**src/rtl/bwnfa_pkg.sv**
```systemverilog
// Shared constants, types and codes for the bit-parallel wildcard NFA matcher.
// Depends on nothing; every other file but bwnfa_ram imports it.
package bwnfa_pkg;

	localparam int NUM_STATES  = 64;
	localparam int CHAR_BITS   = 8;
	localparam int TABLE_DEPTH = 1 << CHAR_BITS;
	localparam int STATE_W     = $clog2(NUM_STATES);

	typedef enum logic [1:0] {
		ACT_ACCEPT  = 2'd0,
		ACT_EXCLUDE = 2'd1,
		ACT_EPSILON = 2'd2,
		ACT_MATCH   = 2'd3
	} action_t;

	typedef enum logic {
		ST_IDLE,
		ST_EVAL
	} state_t;

	// Controls broadcast from the sequencer to every state cell.
	typedef struct packed {
		logic use_row0;  // current set is epsilon row 0 (first character)
		logic step_en;   // load the next active bit
		logic seed_en;   // load epsilon row 0 when no step happens
		logic row_we;    // write one bit of this cell's epsilon column
	} cell_ctrl_t;

endpackage

```
**src/rtl/bwnfa_cell.sv**
```systemverilog
// One NFA state cell: its active bit and its column of the epsilon table.
// Depends on bwnfa_pkg.
module bwnfa_cell (
	input  logic                              clk,
	input  logic                              arst_n,
	input  bwnfa_pkg::cell_ctrl_t             ctrl,
	input  logic [bwnfa_pkg::STATE_W-1:0]     row_idx,
	input  logic                              row_bit,
	input  logic [bwnfa_pkg::NUM_STATES-1:0]  eff_all,
	input  logic                              prev_eff,
	input  logic                              acc_bit,
	input  logic                              exc_bit,
	output logic                              eff_bit,
	output logic                              next_bit
);
	import bwnfa_pkg::*;

	// Bit s of the column is bit t of epsilon row s, t being this cell.
	logic [NUM_STATES-1:0] col_q;
	logic                  active_q;
	logic                  eps;

	assign eff_bit  = ctrl.use_row0 ? col_q[0] : active_q;
	assign eps      = |(eff_all & col_q);
	assign next_bit = (prev_eff & acc_bit) | (eps & ~exc_bit);

	always_ff @(posedge clk or negedge arst_n) begin
		if (!arst_n) begin
			col_q    <= '0;
			active_q <= 1'b0;
		end else begin
			if (ctrl.row_we) begin
				col_q[row_idx] <= row_bit;
			end
			if (ctrl.step_en) begin
				active_q <= next_bit;
			end else if (ctrl.seed_en) begin
				active_q <= col_q[0];
			end
		end
	end

endmodule

```
**config.mk**
```make
export PLATFORM = sky130hd
export DESIGN_NAME = bwnfa_cell
export DESIGN_NICKNAME = d
export VERILOG_FILES = /design/src/rtl/bwnfa_pkg.sv /design/src/rtl/bwnfa_cell.sv
export SDC_FILE = /design/constraint.sdc
export NUM_CORES = 1
export LEC_CHECK = 0
export BUFFER_PORTS_ARGS = -buffer_cell sky130_fd_sc_hd__buf_4
export CAP_MARGIN = 5
export CORE_UTILIZATION = 40
export CTS_BUF_LIST = sky130_fd_sc_hd__clkbuf_16
export DETAILED_ROUTE_END_ITERATION = 6
export PLACE_DENSITY_LB_ADDON = 0.1
export SLEW_MARGIN = 20
export SYNTH_ARGS = -nofsm -noshare
export SYNTH_HDL_FRONTEND = slang
export SYNTH_SLANG_ARGS = --single-unit
```
**constraint.sdc**
```tcl
create_clock -name clk -period 1.5 [get_ports clk]
set_input_delay 0.075 -clock clk [delete_from_list [all_inputs] [get_ports clk]]
set_output_delay 0.075 -clock clk [all_outputs]
set_load 0.005 [all_outputs]
```
# --- Word level (Yosys, flattened, before mapping) ---
# Cells that the tools add are included.
word_totals:
  register_bits: 65
  latch_bits: 0
  ram_bits: 0
  mem_bits_ro: 0
  inputBits: 80
  out_inout_bits: 2
  wordCells: 18
  mem_count: 0
classes:
  n_addsub: 0
  mul: 0
  div: 0
  n_lt_le_gt_ge: 2
  eq_ne: 0
  shift: 0
  muxes: 6
  n_bitwise: 5
  n_reduce_logical: 3
op_table:
  columns: ["op", "n"]
  rows:
  - ["64-bit AND", 1]
  - ["64-bit bitwise mux", 1]
  - ["64-bit OR reduction", 1]
  - ["6-bit by 7-bit less-than comparator with 1-bit output (second input constant)", 1]
  - ["1-bit demux with 6-bit select", 1]
  - ["6-bit by 1-bit greater-or-equal comparator with 1-bit output (second input constant)", 1]
  - ["1-bit 2-to-1 mux", 4]
  - ["1-bit AND", 2]
  - ["2-bit nonzero test", 1]
  - ["1-bit logical AND", 1]
  - ["1-bit inverter", 1]
  - ["1-bit bitwise OR", 1]

# --- Logic depth before layout (Yosys ltp) ---
logic_depth:
  depth_word: 5
  depth_mapped: 6
  depth_no_buf: 5

# --- Worst setup path before layout ---
# Ideal clock, no wire load.
synth_timing:
  kind: "register to register"
  from: "register col_q[29]"
  to: "register active_q"
  setup_ns: 0.129
  t_arrival_ns: 1.271
  required_ns: 1.371
  slack_ns: 0.100
  stages_incl_launch_ff: 6
  path_buffers: 0
  synth_period_minus_slack_ns: 1.400
  cell_sequence: "dfrtp_1 > a22o_1 > a221oi_1 > nand4_1 > nor4_2 > o21ai_1"
synth_between:
  elab_chain_len: 5
synth_rtl:
  columns: ["element", "line", "text"]
  rows:
  - ["start, declared", "bwnfa_cell.sv:19", "logic [NUM_STATES-1:0] col_q;"]
  - ["start signal, assigned by index", "bwnfa_cell.sv:33", "col_q[row_idx] <= row_bit;"]
  - ["64-bit AND", "bwnfa_cell.sv:24", "assign eps = |(eff_all & col_q);"]
  - ["64-bit OR reduction", "bwnfa_cell.sv:24", null]
  - ["1-bit AND", "bwnfa_cell.sv:25", "assign next_bit = (prev_eff & acc_bit) | (eps & ~exc_bit);"]
  - ["1-bit bitwise OR", "bwnfa_cell.sv:25", null]
  - ["1-bit 2-to-1 mux", "bwnfa_cell.sv:35", "if (ctrl.step_en) begin"]
  - ["end signal, assigned", "bwnfa_cell.sv:36", "active_q <= next_bit;"]
  - ["end signal, assigned", "bwnfa_cell.sv:38", "active_q <= col_q[0];"]
  - ["end, declared", "bwnfa_cell.sv:20", "logic active_q;"]
# Every way passes these cells.
# A chain may end at the register's enable or synchronous reset.

# --- Final worst setup path ---
layout_timing:
  from: "register col_q[29]"
  to: "output port next_bit"
layout_between:
  elab_chain_len: 4
layout_rtl:
  columns: ["element", "line", "text"]
  rows:
  - ["64-bit AND", "bwnfa_cell.sv:24", null]
  - ["64-bit OR reduction", "bwnfa_cell.sv:24", null]
  - ["1-bit AND", "bwnfa_cell.sv:25", null]
  - ["1-bit bitwise OR", "bwnfa_cell.sv:25", null]
  - ["end, declared", "bwnfa_cell.sv:14", "output logic next_bit"]
# Every way passes these cells.

==> impl_metrics.toml <==
[job]
maxCapViolCount = 0

[floorplanning]
core-area_mm2 = 0.00781
io_pins = 82
dieHeight_um = 92.4
die_x_um = 92.4
dieArea_mm2 = 0.00853
core.rowCount = 32
start_util = 0.418

[cts]
cts_setup_buffers = 0
clkTransAtPathRegs_ns = 0.05
numCtsBuffers = 9
cts_max_path_buffers = 2
h-tree-depth = 3
cts_sinks = 65
cts_tree = "built"
clkLatencyLatePin_ns = 0.32
clockRootBuffer = "clkbuf_16"

[status]
status = "complete, but fails checks"
violations = "setup timing"

[global_routing]
grt.total_usage = 0.219
antenna_found_initial = 0
grt_start_max_net_pins = 65
grt_pass1_vias = 2667
overflow = 0
grt_pass1_wl_mm = 13.8

[synth]
synth.distinct_cells = 33
syn_area_per_cell_um2 = 11.4
syn_nets = 366
ys.warnings.count = 0
ys_seq_area_frac = 0.498
synthCells = 286
ys_seq_elements = 65
syn-cell-area_mm2 = 0.00327

[cells_and_area]
design_area_mm2 = 0.00444
fillerInstances = 722
layout_commonest_cell = "buf_4"
final_layout_size_suffix_gt1_frac = 0.483
final_cell_mix = "93 x buf_4, 65 x dfrtp_1, 55 x mux2_2"
area_delta_synth_final_pct = 35.8
finalCoreUtilization = 0.568
antenna_cells = 0
layout.nets = 458

[power]
powerDensity_mw_per_mm2 = 1120
switchingPower_mw = 1.23
vdd_drop_max_uv = 634
power_frac_seq = 0.428
p_clk_frac = 0.401
switching_share = 0.248
combPwrFrac = 0.171
power_mw = 4.98
p_int_mw = 3.75
p_leak_nw = 2.07

[setup_path]
cp_max_fo = 2
crit_chain = "a22o_1 -> a221oi_2 -> nand4_1 -> nor4_4 -> o21ai_1 -> buf_4"
cp.required_ns = 1.42
startpoint_type = "flop"
cp_top_family = "simple AND/OR/NAND/NOR gates"
endpoint_kind = "primary output"
path_class = "reg -> out"
ff2ff_path_depth = 5
critical_path_buf_inv_count = 1
slowest_stage = "nor4_4"
arrival_ns = 1.96
crit_cells = 6
slowest_delay_ns = 0.39

[sta]
post-route-period-util = 1.36
fin_setup_tns_ns = -0.688
period_needed_ns = 2.03
hold_ws_ns = 0.0327
finalHoldViolCount = 0
final-setup-viol-count = 2
fin_ws_ns = -0.533
maxSlewViolCount = 0
slew_headroom = 0.612
max_slew.worst_pin.slew_ns = 0.582
clock.fmax_mhz = 492
worst_clock_skew_ns = 0.00822
rsz0062_at_grt = "yes"

[routing]
drtIter0Drc = 128
route.detailed.drc = 0
vias_per_cell = 5.39
ant_nets = 0
via_count = 2612
drt_wl_total_mm = 8.62
post_drt_wl_per_cell_um = 17.8
drtPass1Iterations = 4

[place]
place.gp.congestion = 0.773
io_buffers = 81
place_area_mm2 = 0.00404
dp.final_hpwl_mm = 6.25

[worst_hold_path]
holdPathStages = 3
hold_path_class = "in -> reg"
cell families (layout without fill, tap and decap cells):
kind of cell,count (synthesis),in the layout,synth area share
flip-flops,65,65,0.498
buffers and inverters,14,111,0.0211
AO/OA/AOI/OAI,35,35,0.0904
AND/OR/NAND/NOR,106,106,0.163
multiplexers,66,66,0.227
what timing repair did:
item                                   in CTS  in global routing
pin swaps                                   5                  5
gates resized for setup                    12                  3
endpoints found under the hold margin      65                  0
hold buffers                                1                  0
setup endpoints to repair                   2                  2
cell usage after synthesis:
| library cell | count | area share |
|---|---|---|
| or2_1 | 2 | 0.0038 |
| nor4_2 | 1 | 0.0038 |
| and4bb_1 | 1 | 0.0038 |
| or3_1 | 1 | 0.0019 |
| a22o_1 | 16 | 0.043 |
| nor3_2 | 1 | 0.0031 |
| nand3_1 | 4 | 0.0061 |
| buf_4 | 3 | 0.0069 |
| clkbuf_1 | 7 | 0.0080 |
| nand3b_1 | 2 | 0.0046 |
| and3b_1 | 2 | 0.0054 |
| dfrtp_1 | 65 | 0.50 |
| o21ai_0 | 1 | 0.0015 |
| clkbuf_2 | 1 | 0.0015 |
| buf_2 | 3 | 0.0046 |
| and2_1 | 1 | 0.0019 |
| o21ai_1 | 2 | 0.0031 |
| nor2b_1 | 2 | 0.0038 |
| nand2b_1 | 4 | 0.0077 |
| a221oi_1 | 16 | 0.043 |
| nor2_1 | 34 | 0.039 |
| nor3_4 | 1 | 0.0050 |
| nor2_2 | 2 | 0.0038 |
| or3b_2 | 1 | 0.0027 |
| nor3_1 | 1 | 0.0015 |
| nand4_1 | 5 | 0.0096 |
| mux2_2 | 55 | 0.19 |
| nor3b_2 | 1 | 0.0038 |
| and3_1 | 2 | 0.0038 |
| mux2_1 | 11 | 0.038 |
| and2_2 | 1 | 0.0023 |
| nand2_1 | 36 | 0.041 |
| nand2b_4 | 1 | 0.0042 |
layout make-up:
class                           count  area (µm²)  area share
Multi-Input combinational cell    207        1670       0.376
Sequential cell                    65        1630       0.367
Clock inverter                      7        62.6      0.0141
Clock buffer                        9         225      0.0507
Tap cell                          102         128      0.0288
Timing Repair Buffer               95         728       0.164
tightest hold or removal path: stages:
cell and delay [ns]:
buf_4 0.09, o21ai_0 0.07, o21ai_1 0.07
flip-flops by register name, summed over array words and instances (netlist names):
signal,count
active_q,1
col_q,64
power by group through the flow:
| stage | registers [mW] | clock network, mW | logic [mW] |
|---|---|---|---|
| after detailed placement | 2.15 | 0 | 0.792 |
| after CTS | 2.13 | 2.04 | 0.850 |
| after global placement | 2.14 | 0 | 0.780 |
| after global routing | 2.16 | 2.12 | 0.935 |
| final | 2.13 | 2.00 | 0.852 |
| after floorplan | 2.10 | 0 | 0.448 |
worst paths after layout:
kind | endpoint | slack, ns | start
min in group asynchronous | col_q[37] | 0.18 | arst_n
hold / removal | active_q | 0.03 | ctrl[2]
setup reg to reg | active_q | -0.15 | col_q[29]
setup / recovery | next_bit | -0.53 | col_q[29]
max in group asynchronous | col_q[28] | 0.79 | arst_n
hold reg to reg | col_q[62] | 0.49 | col_q[62]
routing by layer:
| metal | track usage | wire length [µm] | up-vias |
|---|---|---|---|
| li1 | - | - | 1228 |
| met1 | 0.297 | 3980 | 1305 |
| met2 | 0.344 | 4160 | 73 |
| met3 | 0.0435 | 411 | 6 |
| met4 | 0.0846 | 73 | 0 |
| met5 | 0 | 0 | - |
through the flow:
stage               worst slack, ns  std cells
global placement             -0.331        468
detailed placement           -0.345        468
finish                       -0.533        485
CTS                          -0.556        485
global route                 -0.665        485
floorplan                     0.100        286
Note: power is estimated with default switching activity, not from simulation.
